**src/sv/jtwv_pkg.sv**
```systemverilog
// ----------------------------------------------------------------------------
// Joystick to wheel velocities: shared package
// Field widths, the motion code, and the sideband word that rides alongside
// the divider pipeline.
// ----------------------------------------------------------------------------
package jtwv_pkg;

   // port field widths
   localparam int RADIUS_W = 11;
   localparam int ANGLE_W  = 10;
   localparam int TRACK_W  = 10;
   localparam int SPEED_W  = 19;
   localparam int CASE_W   = 3;

   // internal widths
   localparam int VEL_W  = 15;   // 10 * radius, radius below 2048
   localparam int TURN_W = 8;    // triangle value, 4 .. 156
   localparam int PROD_W = 22;   // vel * 157
   localparam int NUM_W  = 32;   // vel * 157 * track width
   localparam int DSR_W  = 12;   // 17 * triangle value
   localparam int ADD_W  = 33;   // numerator plus rounding half

   localparam logic [TRACK_W-1:0] TRACK_RESET = 10'd128;

   localparam int SPEED_MAX = 262143;
   localparam int SPEED_MIN = -262144;

   typedef enum logic [CASE_W-1:0] {
      MC_HARD_RIGHT,
      MC_RIGHT,
      MC_STRAIGHT,
      MC_LEFT,
      MC_HARD_LEFT,
      MC_BACK_LEFT,
      MC_BACK,
      MC_BACK_RIGHT
   } motion_type;

   // values carried past the divider
   typedef struct packed {
      logic [VEL_W-1:0] vel;
      motion_type       mcase;
      logic             straight;
      logic             outer_left;  // left wheel takes v + d
      logic             back;
   } side_type;

   localparam int SIDE_W = $bits(side_type);

endpackage

```
**src/sv/jtwv_if.sv**
```systemverilog
// ----------------------------------------------------------------------------
// Joystick to wheel velocities: channel interfaces
// Valid/ready channels for the joystick word and the wheel speed word.
// ----------------------------------------------------------------------------
interface jtwv_req_if import jtwv_pkg::*; ();
   logic                valid;
   logic                ready;
   logic [RADIUS_W-1:0] stick_radius;
   logic [ANGLE_W-1:0]  stick_angle;

   modport source (output valid, output stick_radius, output stick_angle, input ready);
   modport sink   (input valid, input stick_radius, input stick_angle, output ready);
endinterface

interface jtwv_rsp_if import jtwv_pkg::*; ();
   logic                      valid;
   logic                      ready;
   logic signed [SPEED_W-1:0] right_speed;
   logic signed [SPEED_W-1:0] left_speed;
   logic [CASE_W-1:0]         motion_case;

   modport source (output valid, output right_speed, output left_speed,
                   output motion_case, input ready);
   modport sink   (input valid, input right_speed, input left_speed,
                   input motion_case, output ready);
endinterface

```
**src/sv/joystick_to_wheel_velocities_unit.sv**
```systemverilog
// ----------------------------------------------------------------------------
// Joystick to wheel velocities
// Turns a polar joystick word into left and right wheel speeds.
// ----------------------------------------------------------------------------
// Usage:
//   req_ch carries one joystick word (radius, angle in centiradians) with
//   valid/ready; rsp_ch returns one word per request: right and left wheel
//   speeds, saturated to 19 signed bits, and the motion case code.
//   csr_wr_en / csr_wr_data load the track width; write it only while no
//   word is in flight.
// Pipeline: depth depends on FRACTION_BITS, from accept to rsp_ch.valid:
//   four front stages, one divider stage per quotient bit
//   (33 - FRACTION_BITS), one output register; each stage holds one word.
// Throughput: one word per cycle while rsp_ch.ready is high.
// Reset: empties the pipeline and sets the track width to 128 (0.5 m).
// Stall: when rsp_ch.ready is low the output word holds; stages behind it
//   keep filling empty slots, and req_ch.ready drops only once every stage
//   holds a word.
// ----------------------------------------------------------------------------
module joystick_to_wheel_velocities_unit import jtwv_pkg::*; #(
   parameter int FRACTION_BITS = 8
) (
   input  logic               clock,
   input  logic               reset,
   jtwv_req_if.sink           req_ch,
   jtwv_rsp_if.source         rsp_ch,
   input  logic               csr_wr_en,
   input  logic [TRACK_W-1:0] csr_wr_data
);

   localparam int DVD_W = ADD_W - FRACTION_BITS;

   logic [TRACK_W-1:0] track_width_ff;

   logic             f_valid, f_ready;
   logic [DVD_W-1:0] f_dvd;
   logic [DSR_W-1:0] f_dsr;
   side_type         f_side;

   logic              d_valid, d_ready;
   logic [DVD_W-1:0]  d_quo;
   logic [SIDE_W-1:0] d_tag;

   // track width register
   always_ff @(posedge clock) begin
      if (reset) begin
         track_width_ff <= TRACK_RESET;
      end else if (csr_wr_en) begin
         track_width_ff <= csr_wr_data;
      end
   end

   jtwv_front #(
      .FRACTION_BITS (FRACTION_BITS),
      .DVD_W         (DVD_W)
   ) u_front (
      .clock       (clock),
      .reset       (reset),
      .req_ch      (req_ch),
      .track_width (track_width_ff),
      .out_valid   (f_valid),
      .out_ready   (f_ready),
      .out_dvd     (f_dvd),
      .out_dsr     (f_dsr),
      .out_side    (f_side)
   );

   jtwv_div #(
      .DVD_W (DVD_W),
      .TAG_W (SIDE_W)
   ) u_div (
      .clock     (clock),
      .reset     (reset),
      .in_valid  (f_valid),
      .in_ready  (f_ready),
      .in_dvd    (f_dvd),
      .in_dsr    (f_dsr),
      .in_tag    (f_side),
      .out_valid (d_valid),
      .out_ready (d_ready),
      .out_quo   (d_quo),
      .out_tag   (d_tag)
   );

   jtwv_back #(
      .DVD_W (DVD_W)
   ) u_back (
      .clock    (clock),
      .reset    (reset),
      .in_valid (d_valid),
      .in_ready (d_ready),
      .in_quo   (d_quo),
      .in_side  (side_type'(d_tag)),
      .rsp_ch   (rsp_ch)
   );

`ifndef SYNTHESIS
   // straight ahead drives both wheels forward alike
   a_straight: assert property (@(posedge clock) disable iff (reset)
      (rsp_ch.valid && rsp_ch.motion_case == MC_STRAIGHT) |->
      (rsp_ch.right_speed == rsp_ch.left_speed && rsp_ch.right_speed >= 0))
      else $error("straight ahead word with unequal or negative speeds");

   // straight back drives both wheels backward alike
   a_back: assert property (@(posedge clock) disable iff (reset)
      (rsp_ch.valid && rsp_ch.motion_case == MC_BACK) |->
      (rsp_ch.right_speed == rsp_ch.left_speed && rsp_ch.right_speed <= 0))
      else $error("straight back word with unequal or positive speeds");

   // turning right: left wheel never slower than right
   a_turn_right: assert property (@(posedge clock) disable iff (reset)
      (rsp_ch.valid && (rsp_ch.motion_case == MC_HARD_RIGHT ||
                        rsp_ch.motion_case == MC_RIGHT ||
                        rsp_ch.motion_case == MC_BACK_LEFT)) |->
      (rsp_ch.left_speed >= rsp_ch.right_speed))
      else $error("right turn with left wheel below right wheel");

   // turning left: right wheel never slower than left
   a_turn_left: assert property (@(posedge clock) disable iff (reset)
      (rsp_ch.valid && (rsp_ch.motion_case == MC_LEFT ||
                        rsp_ch.motion_case == MC_HARD_LEFT ||
                        rsp_ch.motion_case == MC_BACK_RIGHT)) |->
      (rsp_ch.right_speed >= rsp_ch.left_speed))
      else $error("left turn with right wheel below left wheel");
`endif

endmodule

```
**src/sv/jtwv_front.sv**
```systemverilog
// ----------------------------------------------------------------------------
// Joystick to wheel velocities: front pipeline
// Four stages: angle decode and speed, speed times 157, times track width,
// then add the rounding half and drop the fraction bits to form the dividend.
// ----------------------------------------------------------------------------
module jtwv_front import jtwv_pkg::*; #(
   parameter int FRACTION_BITS = 8,
   parameter int DVD_W         = 25
) (
   input  logic               clock,
   input  logic               reset,
   jtwv_req_if.sink           req_ch,
   input  logic [TRACK_W-1:0] track_width,
   output logic               out_valid,
   input  logic               out_ready,
   output logic [DVD_W-1:0]   out_dvd,
   output logic [DSR_W-1:0]   out_dsr,
   output side_type           out_side
);

   localparam logic [31:0] RMAX = 32'(5) << FRACTION_BITS;

   localparam logic [ANGLE_W-1:0] A_HARD_R_HI  = 10'd6;
   localparam logic [ANGLE_W-1:0] A_STRAIGHT   = 10'd157;
   localparam logic [ANGLE_W-1:0] A_LEFT_END   = 10'd308;
   localparam logic [ANGLE_W-1:0] A_HARD_L_HI  = 10'd320;
   localparam logic [ANGLE_W-1:0] A_BACK       = 10'd471;
   localparam logic [ANGLE_W-1:0] A_BACK_R_LO  = 10'd622;
   localparam logic [ANGLE_W-1:0] A_HALF       = 10'd314;
   localparam logic [ANGLE_W-1:0] A_FULL       = 10'd628;
   localparam logic [TURN_W-1:0]  TURN_MIN     = 8'd4;
   localparam logic [PROD_W-1:0]  WHEEL_K      = 22'd157;

   logic en1, en2, en3, en4;
   logic vld1_ff, vld2_ff, vld3_ff, vld4_ff;

   logic [DSR_W-1:0]  dsr1_ff, dsr2_ff, dsr3_ff, dsr4_ff;
   side_type          side1_ff, side2_ff, side3_ff, side4_ff;
   logic [PROD_W-1:0] prod2_ff;
   logic [NUM_W-1:0]  num3_ff;
   logic [DVD_W-1:0]  dvd4_ff;

   logic [RADIUS_W-1:0] rad_clamp;
   logic [ANGLE_W-1:0]  ang;
   logic [ANGLE_W-1:0]  tri_full;
   logic [TURN_W-1:0]   turn;
   side_type            side1_in;
   logic [DSR_W-1:0]    dsr1_in;
   logic [PROD_W-1:0]   prod2_in;
   logic [NUM_W-1:0]    num3_in;
   logic [ADD_W-1:0]    sum4;
   logic [DVD_W-1:0]    dvd4_in;

   // advance a stage when it is empty or the next one advances
   assign en4 = !vld4_ff || out_ready;
   assign en3 = !vld3_ff || en4;
   assign en2 = !vld2_ff || en3;
   assign en1 = !vld1_ff || en2;
   assign req_ch.ready = en1;

   // stage 1: clamp radius, decode angle, form divisor 17 * t
   always_comb begin
      ang = req_ch.stick_angle;
      if (32'(req_ch.stick_radius) > RMAX) begin
         rad_clamp = RMAX[RADIUS_W-1:0];
      end else begin
         rad_clamp = req_ch.stick_radius;
      end
      side1_in.vel = VEL_W'({rad_clamp, 3'b000}) + VEL_W'({rad_clamp, 1'b0});
      side1_in.straight   = 1'b0;
      side1_in.outer_left = 1'b0;
      side1_in.back       = 1'b0;
      tri_full = 10'(TURN_MIN);
      if (ang <= A_HARD_R_HI || ang >= A_BACK_R_LO) begin
         side1_in.mcase = MC_HARD_RIGHT;
         side1_in.outer_left = 1'b1;
      end else if (ang < A_STRAIGHT) begin
         side1_in.mcase = MC_RIGHT;
         side1_in.outer_left = 1'b1;
         tri_full = ang;
      end else if (ang == A_STRAIGHT) begin
         side1_in.mcase = MC_STRAIGHT;
         side1_in.straight = 1'b1;
      end else if (ang < A_LEFT_END) begin
         side1_in.mcase = MC_LEFT;
         tri_full = A_HALF - ang;
      end else if (ang <= A_HARD_L_HI) begin
         side1_in.mcase = MC_HARD_LEFT;
      end else if (ang < A_BACK) begin
         side1_in.mcase = MC_BACK_LEFT;
         side1_in.back = 1'b1;
         tri_full = ang - A_HALF;
      end else if (ang == A_BACK) begin
         side1_in.mcase = MC_BACK;
         side1_in.straight = 1'b1;
         side1_in.back = 1'b1;
      end else begin
         side1_in.mcase = MC_BACK_RIGHT;
         side1_in.outer_left = 1'b1;
         side1_in.back = 1'b1;
         tri_full = A_FULL - ang;
      end
      turn = tri_full[TURN_W-1:0];
      dsr1_in = DSR_W'({turn, 4'b0000}) + DSR_W'(turn);
   end

   // stage 2: speed times 157
   assign prod2_in = PROD_W'(side1_ff.vel) * WHEEL_K;

   // stage 3: times track width
   assign num3_in = NUM_W'(prod2_ff) * NUM_W'(track_width);

   // stage 4: add half the full divisor, then drop the fraction bits
   always_comb begin
      sum4 = ADD_W'(num3_ff) + (ADD_W'(dsr3_ff) << (FRACTION_BITS - 1));
      dvd4_in = DVD_W'(sum4 >> FRACTION_BITS);
   end

   // valid bits
   always_ff @(posedge clock) begin
      if (reset) begin
         vld1_ff <= 1'b0;
         vld2_ff <= 1'b0;
         vld3_ff <= 1'b0;
         vld4_ff <= 1'b0;
      end else begin
         if (en1) vld1_ff <= req_ch.valid;
         if (en2) vld2_ff <= vld1_ff;
         if (en3) vld3_ff <= vld2_ff;
         if (en4) vld4_ff <= vld3_ff;
      end
   end

   // payload registers
   always_ff @(posedge clock) begin
      if (en1) begin
         side1_ff <= side1_in;
         dsr1_ff  <= dsr1_in;
      end
      if (en2) begin
         side2_ff <= side1_ff;
         dsr2_ff  <= dsr1_ff;
         prod2_ff <= prod2_in;
      end
      if (en3) begin
         side3_ff <= side2_ff;
         dsr3_ff  <= dsr2_ff;
         num3_ff  <= num3_in;
      end
      if (en4) begin
         side4_ff <= side3_ff;
         dsr4_ff  <= dsr3_ff;
         dvd4_ff  <= dvd4_in;
      end
   end

   assign out_valid = vld4_ff;
   assign out_dvd   = dvd4_ff;
   assign out_dsr   = dsr4_ff;
   assign out_side  = side4_ff;

endmodule

```
**src/sv/jtwv_div.sv**
```systemverilog
// ----------------------------------------------------------------------------
// Joystick to wheel velocities: pipelined divider
// Restoring long division, one quotient bit per register stage, with a
// sideband tag carried alongside each word.
// ----------------------------------------------------------------------------
module jtwv_div import jtwv_pkg::*; #(
   parameter int DVD_W = 25,
   parameter int TAG_W = 21
) (
   input  logic             clock,
   input  logic             reset,
   input  logic             in_valid,
   output logic             in_ready,
   input  logic [DVD_W-1:0] in_dvd,
   input  logic [DSR_W-1:0] in_dsr,
   input  logic [TAG_W-1:0] in_tag,
   output logic             out_valid,
   input  logic             out_ready,
   output logic [DVD_W-1:0] out_quo,
   output logic [TAG_W-1:0] out_tag
);

   logic [DVD_W:0]   en;
   logic             vld_ff  [DVD_W];
   logic [DSR_W-1:0] rem_ff  [DVD_W];
   logic [DVD_W-1:0] work_ff [DVD_W];
   logic [DSR_W-1:0] dsr_ff  [DVD_W];
   logic [TAG_W-1:0] tag_ff  [DVD_W];

   assign en[DVD_W] = out_ready;
   assign in_ready  = en[0];

   for (genvar k = 0; k < DVD_W; k++) begin : g_stage
      logic             prev_vld;
      logic [DSR_W-1:0] prev_rem;
      logic [DVD_W-1:0] prev_work;
      logic [DSR_W-1:0] prev_dsr;
      logic [TAG_W-1:0] prev_tag;
      logic [DSR_W:0]   trial;
      logic [DSR_W+1:0] diff;
      logic             ge;
      logic [DSR_W-1:0] rem_in;
      logic [DVD_W-1:0] work_in;

      // select the previous stage or the input port
      if (k == 0) begin : g_first
         assign prev_vld  = in_valid;
         assign prev_rem  = '0;
         assign prev_work = in_dvd;
         assign prev_dsr  = in_dsr;
         assign prev_tag  = in_tag;
      end else begin : g_next
         assign prev_vld  = vld_ff[k-1];
         assign prev_rem  = rem_ff[k-1];
         assign prev_work = work_ff[k-1];
         assign prev_dsr  = dsr_ff[k-1];
         assign prev_tag  = tag_ff[k-1];
      end

      assign en[k] = !vld_ff[k] || en[k+1];

      // shift in the next dividend bit, subtract if it fits
      always_comb begin
         trial   = {prev_rem, prev_work[DVD_W-1]};
         diff    = {1'b0, trial} - {2'b00, prev_dsr};
         ge      = !diff[DSR_W+1];
         rem_in  = ge ? diff[DSR_W-1:0] : trial[DSR_W-1:0];
         work_in = {prev_work[DVD_W-2:0], ge};
      end

      always_ff @(posedge clock) begin
         if (reset) begin
            vld_ff[k] <= 1'b0;
         end else if (en[k]) begin
            vld_ff[k] <= prev_vld;
         end
      end

      always_ff @(posedge clock) begin
         if (en[k]) begin
            rem_ff[k]  <= rem_in;
            work_ff[k] <= work_in;
            dsr_ff[k]  <= prev_dsr;
            tag_ff[k]  <= prev_tag;
         end
      end
   end

   assign out_valid = vld_ff[DVD_W-1];
   assign out_quo   = work_ff[DVD_W-1];
   assign out_tag   = tag_ff[DVD_W-1];

endmodule

```
**src/sv/jtwv_back.sv**
```systemverilog
// ----------------------------------------------------------------------------
// Joystick to wheel velocities: output stage
// Applies the wheel offset with the sign of the motion case, saturates to
// the speed range and holds the result word for the receiver.
// ----------------------------------------------------------------------------
module jtwv_back import jtwv_pkg::*; #(
   parameter int DVD_W = 25
) (
   input  logic             clock,
   input  logic             reset,
   input  logic             in_valid,
   output logic             in_ready,
   input  logic [DVD_W-1:0] in_quo,
   input  side_type         in_side,
   jtwv_rsp_if.source       rsp_ch
);

   localparam int SW = DVD_W + 3;
   localparam logic signed [SW-1:0] HI = SW'(SPEED_MAX);
   localparam logic signed [SW-1:0] LO = SW'(SPEED_MIN);

   logic                      en;
   logic                      vld_ff;
   logic signed [SPEED_W-1:0] right_ff, right_in;
   logic signed [SPEED_W-1:0] left_ff, left_in;
   motion_type                case_ff;

   logic signed [SW-1:0] s_vel, s_off, plus, minus, right_raw, left_raw;

   function automatic logic signed [SPEED_W-1:0] sat(input logic signed [SW-1:0] x);
      logic signed [SPEED_W-1:0] y;
      if (x > HI) begin
         y = HI[SPEED_W-1:0];
      end else if (x < LO) begin
         y = LO[SPEED_W-1:0];
      end else begin
         y = x[SPEED_W-1:0];
      end
      return y;
   endfunction

   assign en       = !vld_ff || rsp_ch.ready;
   assign in_ready = en;

   // combine speed and offset per wheel, flip for the rear half-plane
   always_comb begin
      s_vel = $signed(SW'(in_side.vel));
      s_off = in_side.straight ? '0 : $signed(SW'(in_quo));
      plus  = s_vel + s_off;
      minus = s_vel - s_off;
      right_raw = in_side.outer_left ? minus : plus;
      left_raw  = in_side.outer_left ? plus : minus;
      if (in_side.back) begin
         right_raw = -right_raw;
         left_raw  = -left_raw;
      end
      right_in = sat(right_raw);
      left_in  = sat(left_raw);
   end

   always_ff @(posedge clock) begin
      if (reset) begin
         vld_ff <= 1'b0;
      end else if (en) begin
         vld_ff <= in_valid;
      end
   end

   always_ff @(posedge clock) begin
      if (en) begin
         right_ff <= right_in;
         left_ff  <= left_in;
         case_ff  <= in_side.mcase;
      end
   end

   assign rsp_ch.valid       = vld_ff;
   assign rsp_ch.right_speed = right_ff;
   assign rsp_ch.left_speed  = left_ff;
   assign rsp_ch.motion_case = case_ff;

endmodule
```
**src/flat_wrapper.sv**
```systemverilog
// flat-port wrapper written by rule: the top's interface ports become plain ports
module joystick_to_wheel_velocities_unit_flat import jtwv_pkg::*;
#(
   parameter int FRACTION_BITS = 8
)
  (clock, reset, csr_wr_en, csr_wr_data, req_ch_valid, req_ch_stick_radius, req_ch_stick_angle, req_ch_ready, rsp_ch_valid, rsp_ch_right_speed, rsp_ch_left_speed, rsp_ch_motion_case, rsp_ch_ready);
  jtwv_req_if req_ch_i ();
  jtwv_rsp_if rsp_ch_i ();
  input  logic clock;
  input  logic reset;
  input  logic csr_wr_en;
  input  logic [TRACK_W-1:0] csr_wr_data;
  input wire logic [$bits(req_ch_i.valid)-1:0] req_ch_valid;
  input wire logic [$bits(req_ch_i.stick_radius)-1:0] req_ch_stick_radius;
  input wire logic [$bits(req_ch_i.stick_angle)-1:0] req_ch_stick_angle;
  output wire logic [$bits(req_ch_i.ready)-1:0] req_ch_ready;
  output wire logic [$bits(rsp_ch_i.valid)-1:0] rsp_ch_valid;
  output wire logic [$bits(rsp_ch_i.right_speed)-1:0] rsp_ch_right_speed;
  output wire logic [$bits(rsp_ch_i.left_speed)-1:0] rsp_ch_left_speed;
  output wire logic [$bits(rsp_ch_i.motion_case)-1:0] rsp_ch_motion_case;
  input wire logic [$bits(rsp_ch_i.ready)-1:0] rsp_ch_ready;
  assign req_ch_i.valid = req_ch_valid;
  assign req_ch_i.stick_radius = req_ch_stick_radius;
  assign req_ch_i.stick_angle = req_ch_stick_angle;
  assign req_ch_ready = req_ch_i.ready;
  assign rsp_ch_valid = rsp_ch_i.valid;
  assign rsp_ch_right_speed = rsp_ch_i.right_speed;
  assign rsp_ch_left_speed = rsp_ch_i.left_speed;
  assign rsp_ch_motion_case = rsp_ch_i.motion_case;
  assign rsp_ch_i.ready = rsp_ch_ready;
  joystick_to_wheel_velocities_unit #(.FRACTION_BITS(FRACTION_BITS)) u_core (.clock(clock), .reset(reset), .req_ch(req_ch_i), .rsp_ch(rsp_ch_i), .csr_wr_en(csr_wr_en), .csr_wr_data(csr_wr_data));
endmodule
```
**config.mk**
```make
export PLATFORM = sky130hd
export DESIGN_NAME = joystick_to_wheel_velocities_unit_flat
export DESIGN_NICKNAME = d
export VERILOG_FILES = /design/src/sv/jtwv_pkg.sv /design/src/sv/jtwv_if.sv /design/src/sv/joystick_to_wheel_velocities_unit.sv /design/src/sv/jtwv_front.sv /design/src/sv/jtwv_div.sv /design/src/sv/jtwv_back.sv /design/src/flat_wrapper.sv
export SDC_FILE = /design/constraint.sdc
export NUM_CORES = 2
export LEC_CHECK = 0
export ABC_AREA = 0
export BUFFER_PORTS_ARGS = -buffer_cell sky130_fd_sc_hd__buf_2
export CAP_MARGIN = 5
export CORE_MARGIN = 8
export CORE_UTILIZATION = 60
export CTS_BUF_LIST = sky130_fd_sc_hd__clkbuf_4 sky130_fd_sc_hd__clkbuf_8
export DETAILED_ROUTE_END_ITERATION = 6
export PLACE_DENSITY = 0.76
export SLEW_MARGIN = 30
export SYNTH_ARGS = -nofsm -noshare
export SYNTH_HDL_FRONTEND = slang
export SYNTH_SLANG_ARGS = --single-unit
```
**constraint.sdc**
```tcl
create_clock -name clock -period 13.2 [get_ports clock]
set_clock_uncertainty 0.05 [all_clocks]
set_input_delay 0.66 -clock clock [delete_from_list [all_inputs] [get_ports clock]]
set_output_delay 0.66 -clock clock [all_outputs]
set_load 0.01 [all_outputs]
```
==> metrics.txt <==
status complete, no violations; dpl cell area 92860 sq um; vias in the first global route 50420; Core ar. 149400 sq um; io pins 79; Worst Setup Start Kind input port; WP data arrival 6500 ps; Largest stage delay, worst path 720 ps; HPWL Detailed between 100 and 150 mm; Required @ worst endpoint 12490 ps; area leader, netlist edfxtp_1; drt wl/cell 17.93 um; Post-Synthesis Cells approximately 6200; worst reg2reg path startpoint u_core.track_width_ff[3]$_SDFFE_PP0P_; DRT Wirelength 157.5 mm; GRT Total Usage 0.1926; Leakage 40.52 nW; Netlist cell types 90; worst-path fanout max slightly below 60; fin util 0.6622; gpl congestion 0.8847; setup TNS 0 ps; WL met3 5.601 mm; Post-synth EDFFs roughly 2000; Max clock buf depth 4; # port buffers 78; family with the most delay on the worst path simple AND/OR/NAND/NOR gates; Die ar. between 150000 and 200000 sq um; DIE HEIGHT just over 400 um; CTS tree yes; critical path endpoint req_ch_ready; pwr/cell area approximately 240 nW/um^2; CTS buffer count 321; R2R cell count 23; Worst Max-Slew Pin Slew 964.8 ps; share of cells above drive strength 1 0.1290; Hold/Removal Path Class input port to flip-flop; cell with the most instances after synthesis edfxtp_1; ranking of synthesized cells by area edfxtp_1 (65%), ha_1 (6.5%), fa_1 (4.7%), inv_1 (3.0%), mux2_2 (2.6%); DR iter-0 viols 2695; Tcrit/Tclk final 0.5464; minimum clock period 7213 ps; fin area around 99000 sq um; Seq/Total Area, Yosys 0.6580; Buf/Inv on CP 7; largest net degree at the start of global routing between 70 and 80; CP Class input port to output pin; overall power ~24 mW; commonest cells in the netlist edfxtp_1 (1964), inv_1 (722), ha_1 (470); Critical path origin rsp_ch_ready; Final Hold Fails 0; Synth async-reset ratio 0; # setup viols final 0; Initial Utilization 0.6029; Cell Area, Synth 90080 sq um; Max Cap Viol 0; Slew headroom 0.3568; post-route ant nets 0; post_cts resized 0; critical path cell sequence dlygate4sd3_1, buf_2, nor2b_1, and3_1, and3_1, and2_1, inv_2, nor2_1, inv_2, nor2_1, nand2_2, nor3_1, nand3_2, buf_4, nor2_1, nand3_2, buf_4, buf_2; r2r setup slk 6130 ps; Setup crit end kind output pin; clk slew on worst S/H paths 70 ps; clock root cell clkbuf_8; Area Growth Syn to Fin 9.838%; DR WL met2 83.98 mm; gr ovfl total 0; met1 WL 61.68 mm; flops & latches, synth 1979; max-slew violations 0; via count 48040; die width between 400 and 500 um; Crit. path cell count 18; top metal layer carrying routed signals met4; Synthesis Warnings 0; H-Tree Depth 5; DRT Pass-1 Iters 5; CP max stage cell nor3_1; peak supply drop around 0.29 mV; Peak Freq ~140 MHz; Clock Latency Late Sink ~960 ps; share of the synthesized area in the top cell type 0.6547; global-route wire length before repair 254.5 mm; DRC violations left 0; initial antenna violation count 2; cell repeated most along the worst path nor2_1; Synth Flop Type edfxtp_1; syn_area_per_cell between 10 and 15 sq um; Avg Vias per Cell around 5.5; fin nets 7277; RSZ-0062 raised after global routing false; Sink Count 1979; Core Rows 142; RR Endpoint u_core.u_front.num3_ff[31]$_DFFE_PP_
timing repair:
| action | 4_1_cts | 5_1_grt |
|---|---|---|
| buffers inserted | 0 | 0 |
| hold endpoints to repair | 16 | 0 |
| hold buffers | 16 | 0 |
power by group:
| part | internal (mW) | total [mW] | switching [mW] |
|---|---|---|---|
| Clock | 2.69 | 4.90 | 2.21 |
| Sequential | 9.68 | 10.6 | 0.957 |
| Combinational | 3.95 | 8.57 | 4.62 |
placed cells by master (no fill, tap or decap), types with 20 or more instances in the layout:
cell type and instances:
a21boi_0 125, nand3_1 60, clkbuf_4 101, buf_2 78, and2_1 124, a311oi_1 25
nor3_1 70, nand2b_1 69, ha_1 470, mux2_2 211, clkbuf_8 328, nor2b_1 72
clkinv_1 60, buf_4 37, inv_1 710, nor4_1 24, xor2_1 102, o21ai_0 213
nand4_1 38, o31ai_1 20, a21oi_1 142, xnor2_1 151, and3_1 23, fa_1 210
edfxtp_1 1964, a21o_1 144, clkinv_2 27, nand2_1 350, mux2i_1 62, nor2_1 383
how the worst min path moves through the flow:
stage                                           from  cells after the start                                       endpoint  slack, ps
2_1_floorplan  u_core.u_div.tag_ff[1][171]$_DFFE_PP_                      0  u_core.u_back.rsp_ch.motion_case[0]$_DFFE_PP_        350
4_1_cts                                    csr_wr_en                      3          u_core.track_width_ff[3]$_SDFFE_PP0P_         30
6_report                                   csr_wr_en                      3          u_core.track_width_ff[4]$_SDFFE_PP0P_        170
3_3_place_gp    u_core.u_div.tag_ff[0][57]$_DFFE_PP_                      0           u_core.u_div.tag_ff[0][78]$_DFFE_PP_        350
3_5_place_dp   u_core.u_div.tag_ff[1][171]$_DFFE_PP_                      0  u_core.u_back.rsp_ch.motion_case[0]$_DFFE_PP_        350
5_1_grt                       req_ch_stick_radius[2]                      3           u_core.u_front.side1_ff[9]$_DFFE_PP_         90
worst min-delay path, stage by stage:
cell     delay [ps]
buf_2           230
mux2i_1         160
nor2_1           70
per-stage QoR:
| step | worst slack (ps) | std cells | hold slack, ps |
|---|---|---|---|
| 2_1_floorplan | 3187 | 6239 | 350.3 |
| 3_3_place_gp | 6319 | 8237 | 350.2 |
| 3_5_place_dp | 6250 | 8237 | 354.5 |
| 4_1_cts | 5807 | 8784 | 33.05 |
| 5_1_grt | 5390 | 8788 | 92.35 |
| 6_report | 5987 | 8788 | 166.9 |
flip-flops by register name, summed over array words and instances (netlist names), 21 cells and up:
| register | cells |
|---|---|
| u_core.u_div.work_ff | 625 |
| u_core.u_div.tag_ff | 500 |
| u_core.u_div.rem_ff | 288 |
| u_core.u_front.num3_ff | 25 |
| u_core.u_front.out_dvd | 25 |
| u_core.u_div.dsr_ff | 288 |
| u_core.u_div.vld_ff | 25 |
| u_core.u_front.prod2_ff | 21 |
cell type report:
class,instances,area (sq um)
Antenna cell,3,7.507
Clock buffer,429,5273
Clock inverter,102,620.6
Fill cell,10120,50470
Inverter,724,2718
Multi-Input combinational cell,3401,27670
Sequential cell,1979,59280
Tap cell,2016,2522
Timing Repair Buffer,134,862.1
logic make-up (layout without fill, tap and decap cells):
logic type | Yosys count | in the layout | share of synthesized area
xor gates and xnor gates | 253 | 253 | 0.02460
buffers and inverters | 859 | 1389 | 0.03607
and+or+nand+nor | 1313 | 1313 | 0.07047
DFF | 1979 | 1979 | 0.6580
adders and majority gates | 680 | 680 | 0.1119
other | 1 | 9 | 0.00004163
AOI/OAI and AO/OA | 876 | 876 | 0.06559
muxes | 273 | 273 | 0.03326
per-layer routing:
| layer | GRT usage | up-vias |
|---|---|---|
| met5 | 0 | - |
| met4 | 0.08750 | 0 |
| met3 | 0.03128 | 372 |
| met2 | 0.3547 | 1054 |
| met1 | 0.2198 | 23480 |
| li1 | - | 23140 |
(Power assumes the default switching activity.)
